### src/rtl/ddo_pkg.sv
// Shared types, constants and helper functions of the differential-drive odometry block.
// No dependencies; every other file of the block imports this package.
package ddo_pkg;

  // Fixed-point format of positions, angles and velocities
  localparam int FRACTION_BITS = 16;
  // Rotation steps of the sine/cosine unit
  localparam int CORDIC_STEPS  = 16;
  localparam int ATAN_LEN      = 30;
  localparam int STEP_W        = $clog2(CORDIC_STEPS);
  // Low bits of the heading increment product that are kept
  localparam int HACC_W        = 32 + FRACTION_BITS;

  localparam logic [31:0] RAD_TO_UNITS = 32'd341782638;
  localparam logic [31:0] US_PER_S     = 32'd1000000;
  localparam logic [31:0] CORDIC_K     = 32'h26DD3B6A;

  // Configuration register indexes
  localparam int CFG_INDEX_W = 8;
  localparam logic [CFG_INDEX_W-1:0] REG_WHEEL_RADIUS     = 8'd0;
  localparam logic [CFG_INDEX_W-1:0] REG_WHEEL_SEPARATION = 8'd1;

  // Request to the shared divider
  typedef struct packed {
    logic        start;
    logic [6:0]  count;
    logic [63:0] dividend;
    logic [31:0] divisor;
  } ddo_div_req_t;

  // Sequencer states
  typedef enum logic [5:0] {
    S_IDLE, S_ND, S_NS, S_D1GO, S_D1W, S_HRM, S_HL, S_HH, S_HA, S_D2W,
    S_C1GO, S_C1W, S_MXL, S_MXH, S_MXA, S_MXU, S_MYL, S_MYH, S_MYA, S_MYU,
    S_LA, S_LB, S_LC, S_LD, S_LGO, S_LW, S_AA, S_AB, S_AC, S_AD, S_AW,
    S_AGO, S_AW2, S_QGO, S_QW, S_OUT
  } ddo_state_t;

  // Arctangent of 2^-i in binary-angle units (2^32 = 2*pi)
  function automatic logic [31:0] atan_units(input logic [4:0] i);
    logic [31:0] v;
    case (i)
      5'd0:  v = 32'h20000000;
      5'd1:  v = 32'h12E4051E;
      5'd2:  v = 32'h09FB385B;
      5'd3:  v = 32'h051111D4;
      5'd4:  v = 32'h028B0D43;
      5'd5:  v = 32'h0145D7E1;
      5'd6:  v = 32'h00A2F61E;
      5'd7:  v = 32'h00517C55;
      5'd8:  v = 32'h0028BE53;
      5'd9:  v = 32'h00145F2F;
      5'd10: v = 32'h000A2F98;
      5'd11: v = 32'h000517CC;
      5'd12: v = 32'h00028BE6;
      5'd13: v = 32'h000145F3;
      5'd14: v = 32'h0000A2FA;
      5'd15: v = 32'h0000517D;
      5'd16: v = 32'h000028BE;
      5'd17: v = 32'h0000145F;
      5'd18: v = 32'h00000A30;
      5'd19: v = 32'h00000518;
      5'd20: v = 32'h0000028C;
      5'd21: v = 32'h00000146;
      5'd22: v = 32'h000000A3;
      5'd23: v = 32'h00000051;
      5'd24: v = 32'h00000029;
      5'd25: v = 32'h00000014;
      5'd26: v = 32'h0000000A;
      5'd27: v = 32'h00000005;
      5'd28: v = 32'h00000003;
      5'd29: v = 32'h00000001;
      default: v = 32'h0;
    endcase
    return v;
  endfunction

  // Clamp a CORDIC coordinate to [-1, 1] in Q2.30
  function automatic logic [31:0] clamp_q30(input logic signed [33:0] v);
    logic [31:0] r;
    if (v > 34'sd1073741824) begin
      r = 32'h4000_0000;
    end else if (v < -34'sd1073741824) begin
      r = 32'hC000_0000;
    end else begin
      r = v[31:0];
    end
    return r;
  endfunction

  // Saturate a position sum to 32 bits
  function automatic logic [31:0] sat_pos(input logic signed [36:0] v);
    logic [31:0] r;
    if (v > 37'sd2147483647) begin
      r = 32'h7FFF_FFFF;
    end else if (v < -37'sd2147483648) begin
      r = 32'h8000_0000;
    end else begin
      r = v[31:0];
    end
    return r;
  endfunction

  // Apply a sign to a velocity magnitude and saturate to 32 bits
  function automatic logic [31:0] sat_rate(input logic [63:0] mag, input logic neg);
    logic [31:0] r;
    if (neg) begin
      r = (mag > 64'h8000_0000) ? 32'h8000_0000 : (~mag[31:0] + 32'd1);
    end else begin
      r = (mag > 64'h7FFF_FFFF) ? 32'h7FFF_FFFF : mag[31:0];
    end
    return r;
  endfunction

endpackage

### src/rtl/ddo_divider.sv
// Shared restoring divider, one quotient bit per cycle, 64-bit dividend, 32-bit divisor.
// Depends on ddo_pkg for the request struct.
module ddo_divider (
  input  logic                 clk,
  input  logic                 rst,
  input  ddo_pkg::ddo_div_req_t req,
  output logic                 busy,
  output logic [63:0]          quotient,
  output logic [31:0]          remainder
);
  import ddo_pkg::*;

  logic [31:0] rem;
  logic [63:0] quo;
  logic [31:0] dvs;
  logic [6:0]  cnt;
  logic [32:0] shifted;
  logic [32:0] trial;
  logic        fits;

  // Trial subtraction of the divisor from the shifted partial remainder
  always_comb begin
    shifted = {rem, quo[63]};
    trial   = shifted - {1'b0, dvs};
    fits    = shifted >= {1'b0, dvs};
  end

  // Hold busy while bits remain
  always_ff @(posedge clk) begin
    if (rst) begin
      busy <= 1'b0;
    end else if (req.start) begin
      busy <= 1'b1;
    end else if (busy && cnt == 7'd1) begin
      busy <= 1'b0;
    end
  end

  // Load the aligned dividend, then shift in one quotient bit a cycle
  always_ff @(posedge clk) begin
    if (req.start) begin
      quo <= req.dividend << (7'd64 - req.count);
      rem <= '0;
      dvs <= req.divisor;
      cnt <= req.count;
    end else if (busy) begin
      rem <= fits ? trial[31:0] : shifted[31:0];
      quo <= {quo[62:0], fits};
      cnt <= cnt - 7'd1;
    end
  end

  assign quotient  = quo;
  assign remainder = rem;

endmodule

### config.mk
export PLATFORM = sky130hd
export DESIGN_NAME = ddo_divider
export DESIGN_NICKNAME = d
export VERILOG_FILES = /design/src/rtl/ddo_pkg.sv /design/src/rtl/ddo_divider.sv
export SDC_FILE = /design/constraint.sdc
export NUM_CORES = 1
export LEC_CHECK = 0
export ABC_AREA = 1
export BUFFER_PORTS_ARGS = -buffer_cell sky130_fd_sc_hd__buf_2
export CAP_MARGIN = 25
export CORE_ASPECT_RATIO = 0.75
export CORE_MARGIN = 1.5
export CORE_UTILIZATION = 63
export CTS_CLUSTER_SIZE = 14
export DETAILED_ROUTE_END_ITERATION = 10
export PLACE_DENSITY = 0.91
export SETUP_SLACK_MARGIN = 0.2
export SKIP_LAST_GASP = 1
export SYNTH_ARGS = -nofsm -noshare
export SYNTH_HDL_FRONTEND = slang
export SYNTH_SLANG_ARGS = --single-unit
### constraint.sdc
create_clock -name clk -period 6.1 [get_ports clk]
set_input_delay 0.915 -clock clk [delete_from_list [all_inputs] [get_ports clk]]
set_output_delay 0.915 -clock clk [all_outputs]
set_load 0.01 [all_outputs]
==> reports/results.tsv <==
stage	metric	value	unit
setup_path	worstReg2RegStart	remainder[18]	
synth	synth_cells	1919	
drt	drt-total-wl	44.1	mm
synth	synth_most_common_cell	nand2_1	
setup_path	reg2reg_to	remainder[8]	
cts	clk_pin_slew	70	ps
power_and_ir_drop	ir_drop	0.168	mV
synth	syn_area_per_cell	6.22	um^2
global_route	grt_max_degree	74	
cts	clockBufferDepth	2	
sta	hold_viol	0	
synth	yosys.area.top_type	edfxtp_1	
worst_hold_path	min_path_type	flip-flop to flip-flop	
placed_design	place_ws	1560	ps
global_route	grt_pass1_vias	12100	
synth	synth_common_cells	nand2_1, nand3_1, inv_1, edfxtp_1, o21ai_0	
setup_path	cp.required	6270	ps
setup_path	cp-end-kind	flip-flop	
cells_and_area	finalInstanceArea	0.0135	mm^2
drt	vias	14300	
synth	yosysUniqueCellTypes	40	
sta	relSlewSlack	0.269	
setup_path	cp.arrival	4230	ps
cells_and_area	regArea	0.00375	mm^2
cts	clk_latency	420	ps
cts	cts_made_buffers	17	
die	core.rowCount	43	
placed_design	hpwlAfterDp	32.8	mm
sta	finalSetupViolations	0	
synth	yosys_most_used_dff	edfxtp_1	
synth	yosysSeqAreaShare	0.314	
setup_path	worst-setup-path-type	input port to flip-flop	
die	die_width	162	um
cells_and_area	num-nets-final	2202	
placed_design	place_congestion	1.06	
sta	fin_ws	2040	ps
global_route	grt_use_total	0.443	
cts	clockRootBuffer	clkbuf_16	
cts	cts_tree	yes	
die	die_area	0.0198	mm^2
worst_hold_path	holdPathStages	2	
sta	tightest_slew	1090	ps
sta	tns	0	ps
cells_and_area	final_layout_size_suffix_gt1_frac	0.152	
setup_path	ff2ff_setup_slack	2850	ps
cells_and_area	multiInputGateArea	0.00700	mm^2
cts	cts_setup_buffers	0	
cts	htreeDepth	4	
setup_path	worstSetupEndpoint	quotient[45]	
sta	drv_slew	0	
global_route	grt_pass1_wl	67.1	mm
job	drv_cap	0	
synth	synthesis.nets	2061	
drt	detail_route.wl_per_cell	19.0	um
cells_and_area	syn2layout_area_growth	13.0	%
global_route	globalRouteOverflowTotal	0	
setup_path	critPathMaxFanout	65	
setup_path	cp-start-kind	input port	
placed_design	io_buffers	202	
cts	hold_buffers	0	
sta	post-route-min-period	4060	ps
status	status	completed	
synth	async_reset_ff_frac	0	
sta	fin_worst_skew	10.4	ps
drt	drtPass1Iterations	6	
cells_and_area	antenna_cells	0	
setup_path	startpoint	req[96]	
placed_design	place_area	0.0129	mm^2
sta	finalCritPeriodShare	0.666	
synth	ys_top_cells_by_area	edfxtp_1, nand2_1, nand3_1	
sta	rsz0062_at_grt	no	
setup_path	reg2regPathDepth	10	
cts	cts.repair.resized	0	
die	core	0.0185	mm^2
sta	worst_hold_slack	490	ps
cells_and_area	n_fill_cell	1551	
drt	drtIter0Drc	2794	
die	top_level_ports	203	
sta	fmax	246	MHz
synth	synth_top_area_frac	0.259	
synth	synth-seq-cells	136	
cts	cts_sinks	136	
die	die_h	122	um
synth	netlist_area	0.0119	mm^2
drt	drc	0	
drt	vias_per_cell	6.15	
synth	ys.warnings.count	0	
power_and_ir_drop	leakage	7.07	nW
die	start_util	0.645	
synth	synth_edf_count	103	
drt	ant_nets	0	
global_route	antenna_found_initial	1	
power_and_ir_drop	p_per_area	222	mW/mm^2
==> cells by family after synthesis <==
group,after synthesis,synth area share
AOI/OAI and AO/OA,153,0.0690
xor gates and xnor gates,18,0.0138
adders and majority gates,36,0.0384
buffers and inverters,299,0.102
DFF,136,0.314
and+or+nand+nor,1277,0.463
==> state kept, by name, indices dropped and copies added (netlist names) <==
signal / flops
dvs: 32
cnt: 7
busy: 1
quotient: 64
remainder: 32
==> how the worst min path moves through the flow <==
stage,startpoint,endpoint,slack (ps)
global placement,remainder[14],remainder[14],470
CTS,remainder[24],remainder[24],490
finish,remainder[24],remainder[24],490
global route,remainder[15],remainder[15],510
detailed placement,remainder[31],remainder[31],480
floorplan,remainder[13],remainder[13],500
==> critical path: stages <==
cell,delay (ps)
buf_2,630
inv_1,150
ha_1,340
xnor2_4,690
inv_2,310
buf_12,270
nand3_1,120
nand2_1,90
o21ai_1,370
nand2_1,100
nand3_1,120
nand3_1,90
==> per-stage QoR <==
step | cells | total power, mW | utilization
2_1_floorplan | 1919 | 1.70 | -
3_3_place_gp | 2286 | 1.98 | 0.699
3_5_place_dp | 2287 | 1.99 | 0.699
4_1_cts | 2318 | 2.93 | 0.728
5_1_grt | 2319 | 3.09 | 0.729
6_report | 2319 | 2.99 | 0.729
==> cells in the final DEF (no fill, tap or decap), drive strengths merged, types with 3 or more instances in the layout <==
cell type  count
clkinv         7
nand2        740
or2           49
and2           7
buf          216
a22oi          4
a21oi         32
o21ai        107
inv          207
edfxtp       103
a22o           3
nor2          74
xor2           3
dfxtp         33
nor3           4
o21bai         3
nand3b        15
xnor2         15
clkinvlp       5
nand4         10
clkbuf        17
ha            35
nand3        377
==> power by group <==
| group | internal (mW) | switching [mW] | leakage, nW |
|---|---|---|---|
| Sequential | 1.09 | 0.0646 | 1.33 |
| Clock | 0.519 | 0.439 | 0.248 |
| Combinational | 0.267 | 0.609 | 5.50 |
==> routing by layer <==
metal  GRT usage  up-vias  share of wire  routed length [um]
met5           0        -              0                   0
met4      0.0952        0          0.022                 952
met3       0.155      106           0.19                8200
met2       0.589     1302           0.38               16600
met1       0.678     6338           0.42               18400
li1            -     6516              -                   -
==> cell type report <==
cell class              count  area share
clock buffers              17      0.0315
flip-flops and latches    136       0.278
well taps                 247      0.0229
inverters                 205      0.0570
multi-input cells        1484       0.519
clock inverters            14     0.00751
repair buffers            216      0.0842
No activity file was read; power rests on OpenSTA's default activity.
