==> config.mk <==
export PLATFORM = sky130hd
export DESIGN_NAME = ddo_cordic
export DESIGN_NICKNAME = d
export VERILOG_FILES = /design/src/rtl/ddo_pkg.sv /design/src/rtl/ddo_cordic.sv
export SDC_FILE = /design/constraint.sdc
export NUM_CORES = 1
export LEC_CHECK = 0
export ABC_CLOCK_PERIOD_IN_PS = 6900
export BUFFER_PORTS_ARGS = -buffer_cell sky130_fd_sc_hd__buf_2
export CORE_UTILIZATION = 64
export DETAILED_ROUTE_END_ITERATION = 16
export PLACE_DENSITY = 0.83
export RECOVER_POWER = 25
export SLEW_MARGIN = 20
export SYNTH_ARGS = -nofsm -noshare
export SYNTH_HDL_FRONTEND = slang
export SYNTH_SLANG_ARGS = --single-unit
==> constraint.sdc <==
create_clock -name clk -period 6.9 [get_ports clk]
set_input_delay 1.38 -clock clk [delete_from_list [all_inputs] [get_ports clk]]
set_output_delay 1.38 -clock clk [all_outputs]
set_load 0.03 [all_outputs]
==> src/rtl/ddo_pkg.sv <==
// Shared types, constants and helper functions of the differential-drive odometry block.
// No dependencies; every other file of the block imports this package.
package ddo_pkg;

  // Fixed-point format of positions, angles and velocities
  localparam int FRACTION_BITS = 16;
  // Rotation steps of the sine/cosine unit
  localparam int CORDIC_STEPS  = 16;
  localparam int ATAN_LEN      = 30;
  localparam int STEP_W        = $clog2(CORDIC_STEPS);
  // Low bits of the heading increment product that are kept
  localparam int HACC_W        = 32 + FRACTION_BITS;

  localparam logic [31:0] RAD_TO_UNITS = 32'd341782638;
  localparam logic [31:0] US_PER_S     = 32'd1000000;
  localparam logic [31:0] CORDIC_K     = 32'h26DD3B6A;

  // Configuration register indexes
  localparam int CFG_INDEX_W = 8;
  localparam logic [CFG_INDEX_W-1:0] REG_WHEEL_RADIUS     = 8'd0;
  localparam logic [CFG_INDEX_W-1:0] REG_WHEEL_SEPARATION = 8'd1;

  // Request to the shared divider
  typedef struct packed {
    logic        start;
    logic [6:0]  count;
    logic [63:0] dividend;
    logic [31:0] divisor;
  } ddo_div_req_t;

  // Sequencer states
  typedef enum logic [5:0] {
    S_IDLE, S_ND, S_NS, S_D1GO, S_D1W, S_HRM, S_HL, S_HH, S_HA, S_D2W,
    S_C1GO, S_C1W, S_MXL, S_MXH, S_MXA, S_MXU, S_MYL, S_MYH, S_MYA, S_MYU,
    S_LA, S_LB, S_LC, S_LD, S_LGO, S_LW, S_AA, S_AB, S_AC, S_AD, S_AW,
    S_AGO, S_AW2, S_QGO, S_QW, S_OUT
  } ddo_state_t;

  // Arctangent of 2^-i in binary-angle units (2^32 = 2*pi)
  function automatic logic [31:0] atan_units(input logic [4:0] i);
    logic [31:0] v;
    case (i)
      5'd0:  v = 32'h20000000;
      5'd1:  v = 32'h12E4051E;
      5'd2:  v = 32'h09FB385B;
      5'd3:  v = 32'h051111D4;
      5'd4:  v = 32'h028B0D43;
      5'd5:  v = 32'h0145D7E1;
      5'd6:  v = 32'h00A2F61E;
      5'd7:  v = 32'h00517C55;
      5'd8:  v = 32'h0028BE53;
      5'd9:  v = 32'h00145F2F;
      5'd10: v = 32'h000A2F98;
      5'd11: v = 32'h000517CC;
      5'd12: v = 32'h00028BE6;
      5'd13: v = 32'h000145F3;
      5'd14: v = 32'h0000A2FA;
      5'd15: v = 32'h0000517D;
      5'd16: v = 32'h000028BE;
      5'd17: v = 32'h0000145F;
      5'd18: v = 32'h00000A30;
      5'd19: v = 32'h00000518;
      5'd20: v = 32'h0000028C;
      5'd21: v = 32'h00000146;
      5'd22: v = 32'h000000A3;
      5'd23: v = 32'h00000051;
      5'd24: v = 32'h00000029;
      5'd25: v = 32'h00000014;
      5'd26: v = 32'h0000000A;
      5'd27: v = 32'h00000005;
      5'd28: v = 32'h00000003;
      5'd29: v = 32'h00000001;
      default: v = 32'h0;
    endcase
    return v;
  endfunction

  // Clamp a CORDIC coordinate to [-1, 1] in Q2.30
  function automatic logic [31:0] clamp_q30(input logic signed [33:0] v);
    logic [31:0] r;
    if (v > 34'sd1073741824) begin
      r = 32'h4000_0000;
    end else if (v < -34'sd1073741824) begin
      r = 32'hC000_0000;
    end else begin
      r = v[31:0];
    end
    return r;
  endfunction

  // Saturate a position sum to 32 bits
  function automatic logic [31:0] sat_pos(input logic signed [36:0] v);
    logic [31:0] r;
    if (v > 37'sd2147483647) begin
      r = 32'h7FFF_FFFF;
    end else if (v < -37'sd2147483648) begin
      r = 32'h8000_0000;
    end else begin
      r = v[31:0];
    end
    return r;
  endfunction

  // Apply a sign to a velocity magnitude and saturate to 32 bits
  function automatic logic [31:0] sat_rate(input logic [63:0] mag, input logic neg);
    logic [31:0] r;
    if (neg) begin
      r = (mag > 64'h8000_0000) ? 32'h8000_0000 : (~mag[31:0] + 32'd1);
    end else begin
      r = (mag > 64'h7FFF_FFFF) ? 32'h7FFF_FFFF : mag[31:0];
    end
    return r;
  endfunction

endpackage

==> src/rtl/ddo_cordic.sv <==
// Rotation-mode CORDIC, one step per cycle, giving Q2.30 cosine and sine of a binary angle.
// Depends on ddo_pkg for the arctangent table, step count and clamp.
module ddo_cordic (
  input  logic        clk,
  input  logic        rst,
  input  logic        start,
  input  logic [31:0] angle,
  output logic        busy,
  output logic [31:0] cos_q30,
  output logic [31:0] sin_q30
);
  import ddo_pkg::*;

  logic signed [33:0] x, y, x_next, y_next, xs, ys, xf, yf;
  logic signed [32:0] z, z_next, atan_s;
  logic               flip, flip_in;
  logic [31:0]        a_rot, a_adj;
  logic [STEP_W-1:0]  step;

  // Fold the angle into the right half plane
  always_comb begin
    a_rot   = angle + 32'h4000_0000;
    flip_in = a_rot[31];
    a_adj   = flip_in ? (angle + 32'h8000_0000) : angle;
  end

  // One micro-rotation
  always_comb begin
    xs     = x >>> step;
    ys     = y >>> step;
    atan_s = $signed({1'b0, atan_units(5'(step))});
    if (!z[32]) begin
      x_next = x - ys;
      y_next = y + xs;
      z_next = z - atan_s;
    end else begin
      x_next = x + ys;
      y_next = y - xs;
      z_next = z + atan_s;
    end
  end

  // Hold busy for the step count
  always_ff @(posedge clk) begin
    if (rst) begin
      busy <= 1'b0;
    end else if (start) begin
      busy <= 1'b1;
    end else if (busy && step == STEP_W'(CORDIC_STEPS - 1)) begin
      busy <= 1'b0;
    end
  end

  // Advance the vector
  always_ff @(posedge clk) begin
    if (start) begin
      x    <= 34'($signed(CORDIC_K));
      y    <= '0;
      z    <= $signed({a_adj[31], a_adj});
      flip <= flip_in;
      step <= '0;
    end else if (busy) begin
      x    <= x_next;
      y    <= y_next;
      z    <= z_next;
      step <= step + STEP_W'(1);
    end
  end

  // Undo the fold and clamp
  always_comb begin
    xf      = flip ? -x : x;
    yf      = flip ? -y : y;
    cos_q30 = clamp_q30(xf);
    sin_q30 = clamp_q30(yf);
  end

endmodule

==> impl_results.md <==
- Status: finished, violations left
- Failing checks: capacitance limit, slew limit
- Worst Clk Skew: 14.3 ps
- Critical path buffers and inverters: 2
- Top_reg_cell synth: dfxtp_1
- Total Routing Usage GR: 39.0%
- Mapped Area: 18300 um2
- CTS max path bufs: 2
- Total negative slack: 0 ps
- Share of layout cells above drive strength 1: 12.7%
- Cells after Synth: between 2k and 2.5k
- WS Path Type: register to output pin
- Die Area: between 20000 and 30000 um2
- Critical Path Source Type: register
- Antenna Cells: 0
- Minimum clock period: approximately 6600 ps
- Max-slew violation count: 239
- Std cell rows: 61
- Area growth, synth to finish: 6.38%
- CTS Buf Count: 17
- CTS tree: done
- Routed vias: 18.5k
- Count of final setup violators: 0
- Max rail drop VDD: between 0.0003 and 0.0004 V
- TritonRoute pass-1 iters: 9
- Synthesized flop and latch total: 137
- Wirelength per Cell: 20.4 um
- CP delay by family, top: simple AND/OR/NAND/NOR gates
- Worst Path Arrival: 5190 ps
- Filler instances: between 2k and 2.5k
- Worst-path fanout max: 21
- Clk_lat worst skew: 450 ps
- Leakage: 8.12 nW
- CTS Root Cell: clkbuf_16
- Initial DRC count: between 1.5k and 2k
- # IOs: 100
- Die H: ~170 um
- GRT overflow: 0
- Cell area after layout: 19500 um2
- Syn_area_per_cell: 7.55 um2
- Die width: 171 um
- Starting density of the core: 65.5%
- Period utilization: 95.3%
- Vias per cell: between 6 and 7
- Worst-Margin Slew: 3370 ps
- F_max: 152 MHz
- YS warnings: 0
- Vias in the first global route: 17.3k
- DRT Wirelength: 57000 um
- Max-slew headroom: -124%
- First-pass GRT wire length: roughly 90000 um
- Asr flop ratio synth: 0%
- Unique masters post-synth: 89
- Slowest CP cell: xor2_1
- Post-synth net total: 2573
- Worst EP required: 5520 ps
- Endpoint class of the critical path: output pin
- Largest net degree at the start of global routing: between 80 and 90
- Worst hold-check path type: register to register
- Inst Count DP: 2759
- Port buffer count: 99
- EDFF count, synth: 34
- CP Cell Sequence: or3_4 > or4b_4 > or4_4 > or2_1 > o41ai_4 > xor2_1 > nand3_1 > nor4_2 > a31oi_1 > a2bb2oi_4 > buf_16 > nor2_2 > buf_2
- Clock-pin transition on the worst setup and hold timing paths: 70 ps
- Max_cap viols: 5
- Finished Layout Cells: about 2.8k
- Htree depth: 4
- Max incr delay on CP: about 570 ps
- Post-DP HPWL: 42300 um
- Register area share after synthesis: 16.9%
- Fin nets: 2553
- Initial antenna violation count: 0
- Unrepaired setup endpoints after global routing: false
- Pwr dens: roughly 560 nW/um2
- Sink Count: 137
- Final hold violations: 0
- Core area: about 28000 um2
- Global placement routability congestion: approximately 0.99
- DRC: 0
- Post-DP Area: 18800 um2
- Routed Antenna Nets: 0
==> power breakdown <==
part	internal (mW)	switching (mW)	leakage (nW)
clock network	0.553	0.431	0.285
registers	1.13	0.581	1.20
logic	3.38	4.74	6.64
total	5.06	5.75	8.12
==> placed cells by master (no fill, tap or decap), types with 38 or more instances in the layout <==
master,synthesis,routed
a21o_1,49,49
a21oi_1,180,180
buf_2,21,96
dfxtp_1,103,99
ha_1,113,113
inv_1,63,63
mux2_2,38,38
mux2i_1,91,91
mux4_2,48,48
nand2_1,262,262
nand3_1,55,55
nor2_1,243,243
nor3_1,41,41
o21ai_0,186,186
xnor2_1,109,109
xor2_1,132,132
==> registers in the layout (all words and copies together) (netlist names) <==
| name | cells |
|---|---|
| busy | 1 |
| flip | 1 |
| x | 34 |
| z | 33 |
| y | 34 |
| step | 4 |
| atan_s | 30 |
==> per-layer routing <==
metal,track usage (%),up-vias,part of all wire [%]
li1,-,8737,-
met1,46.9,8648,40
met2,66.8,895,48
met3,6.20,213,7.5
met4,20.5,0,4.9
met5,0,-,0
==> synthesized netlist by cell type (all sizes together), types with 50 or more instances <==
cell type,n,area [um2]
a21oi,180,901
dfxtp,103,2060
xnor2,109,955
nor2,271,1090
xor2,132,1160
mux2i,91,911
inv,63,236
o21ai,186,931
buf,50,278
ha,113,1410
nand3,55,275
nand2,262,983
clkbuf,123,462
==> per-stage QoR <==
stage          setup slack (ps)  util, %  total power, mW  hold WS (ps)
2_1_floorplan               720        -             7.87           505
6_report                    326     69.6             10.8           615
4_1_cts                     290     69.5             10.6           611
3_3_place_gp                709     67.4             9.38           563
3_5_place_dp                605     67.4             9.57           607
5_1_grt                    52.2     69.6             11.7           658
==> cells by family after synthesis <==
logic type	share of synthesized area [%]
buf+inv	5.38
fa+ha+maj	8.06
flops	16.9
mux	13.3
xor+xnor	11.5
compound gates	23.5
simple gates	21.3
==> area by class of cell <==
class                      instances  area (um2)  area share [%]
multi-input combinational       2047       14200            73.2
sequential                       137        3090            15.9
timing repair buffer             134         805            4.14
tap                              378         473            2.43
clock buffer                      19         443            2.28
inverter                          65         244            1.25
clock inverter                    13         158           0.810
==> worst min-delay path, stage by stage, from the launching register on <==
cell     delay, ps
dfxtp_1        410
nand2_1         90
o21ai_0         70
==> path summary, 6_finish.rpt <==
check                            start                 end  slack, ps  depth (start not counted)
setup / recovery    x[12]$_SDFFE_PP1P_         cos_q30[28]        330                         13
hold / removal      y[19]$_SDFFE_PP0P_  y[19]$_SDFFE_PP0P_        620                          2
setup reg to reg  step[0]$_SDFFE_PP0P_  x[33]$_SDFFE_PP0P_        530                         19
hold reg to reg     y[19]$_SDFFE_PP0P_  y[19]$_SDFFE_PP0P_        620                          2
==> repair_timing <==
| item | 4_1_cts | 5_1_grt |
|---|---|---|
| hold buffers | 0 | 0 |
| hold endpoints to repair | 0 | 0 |
| buffers inserted | 0 | 1 |
| setup endpoints to repair | 0 | 2 |
| resized for setup | 0 | 1 |
(Power assumes the default switching activity.)
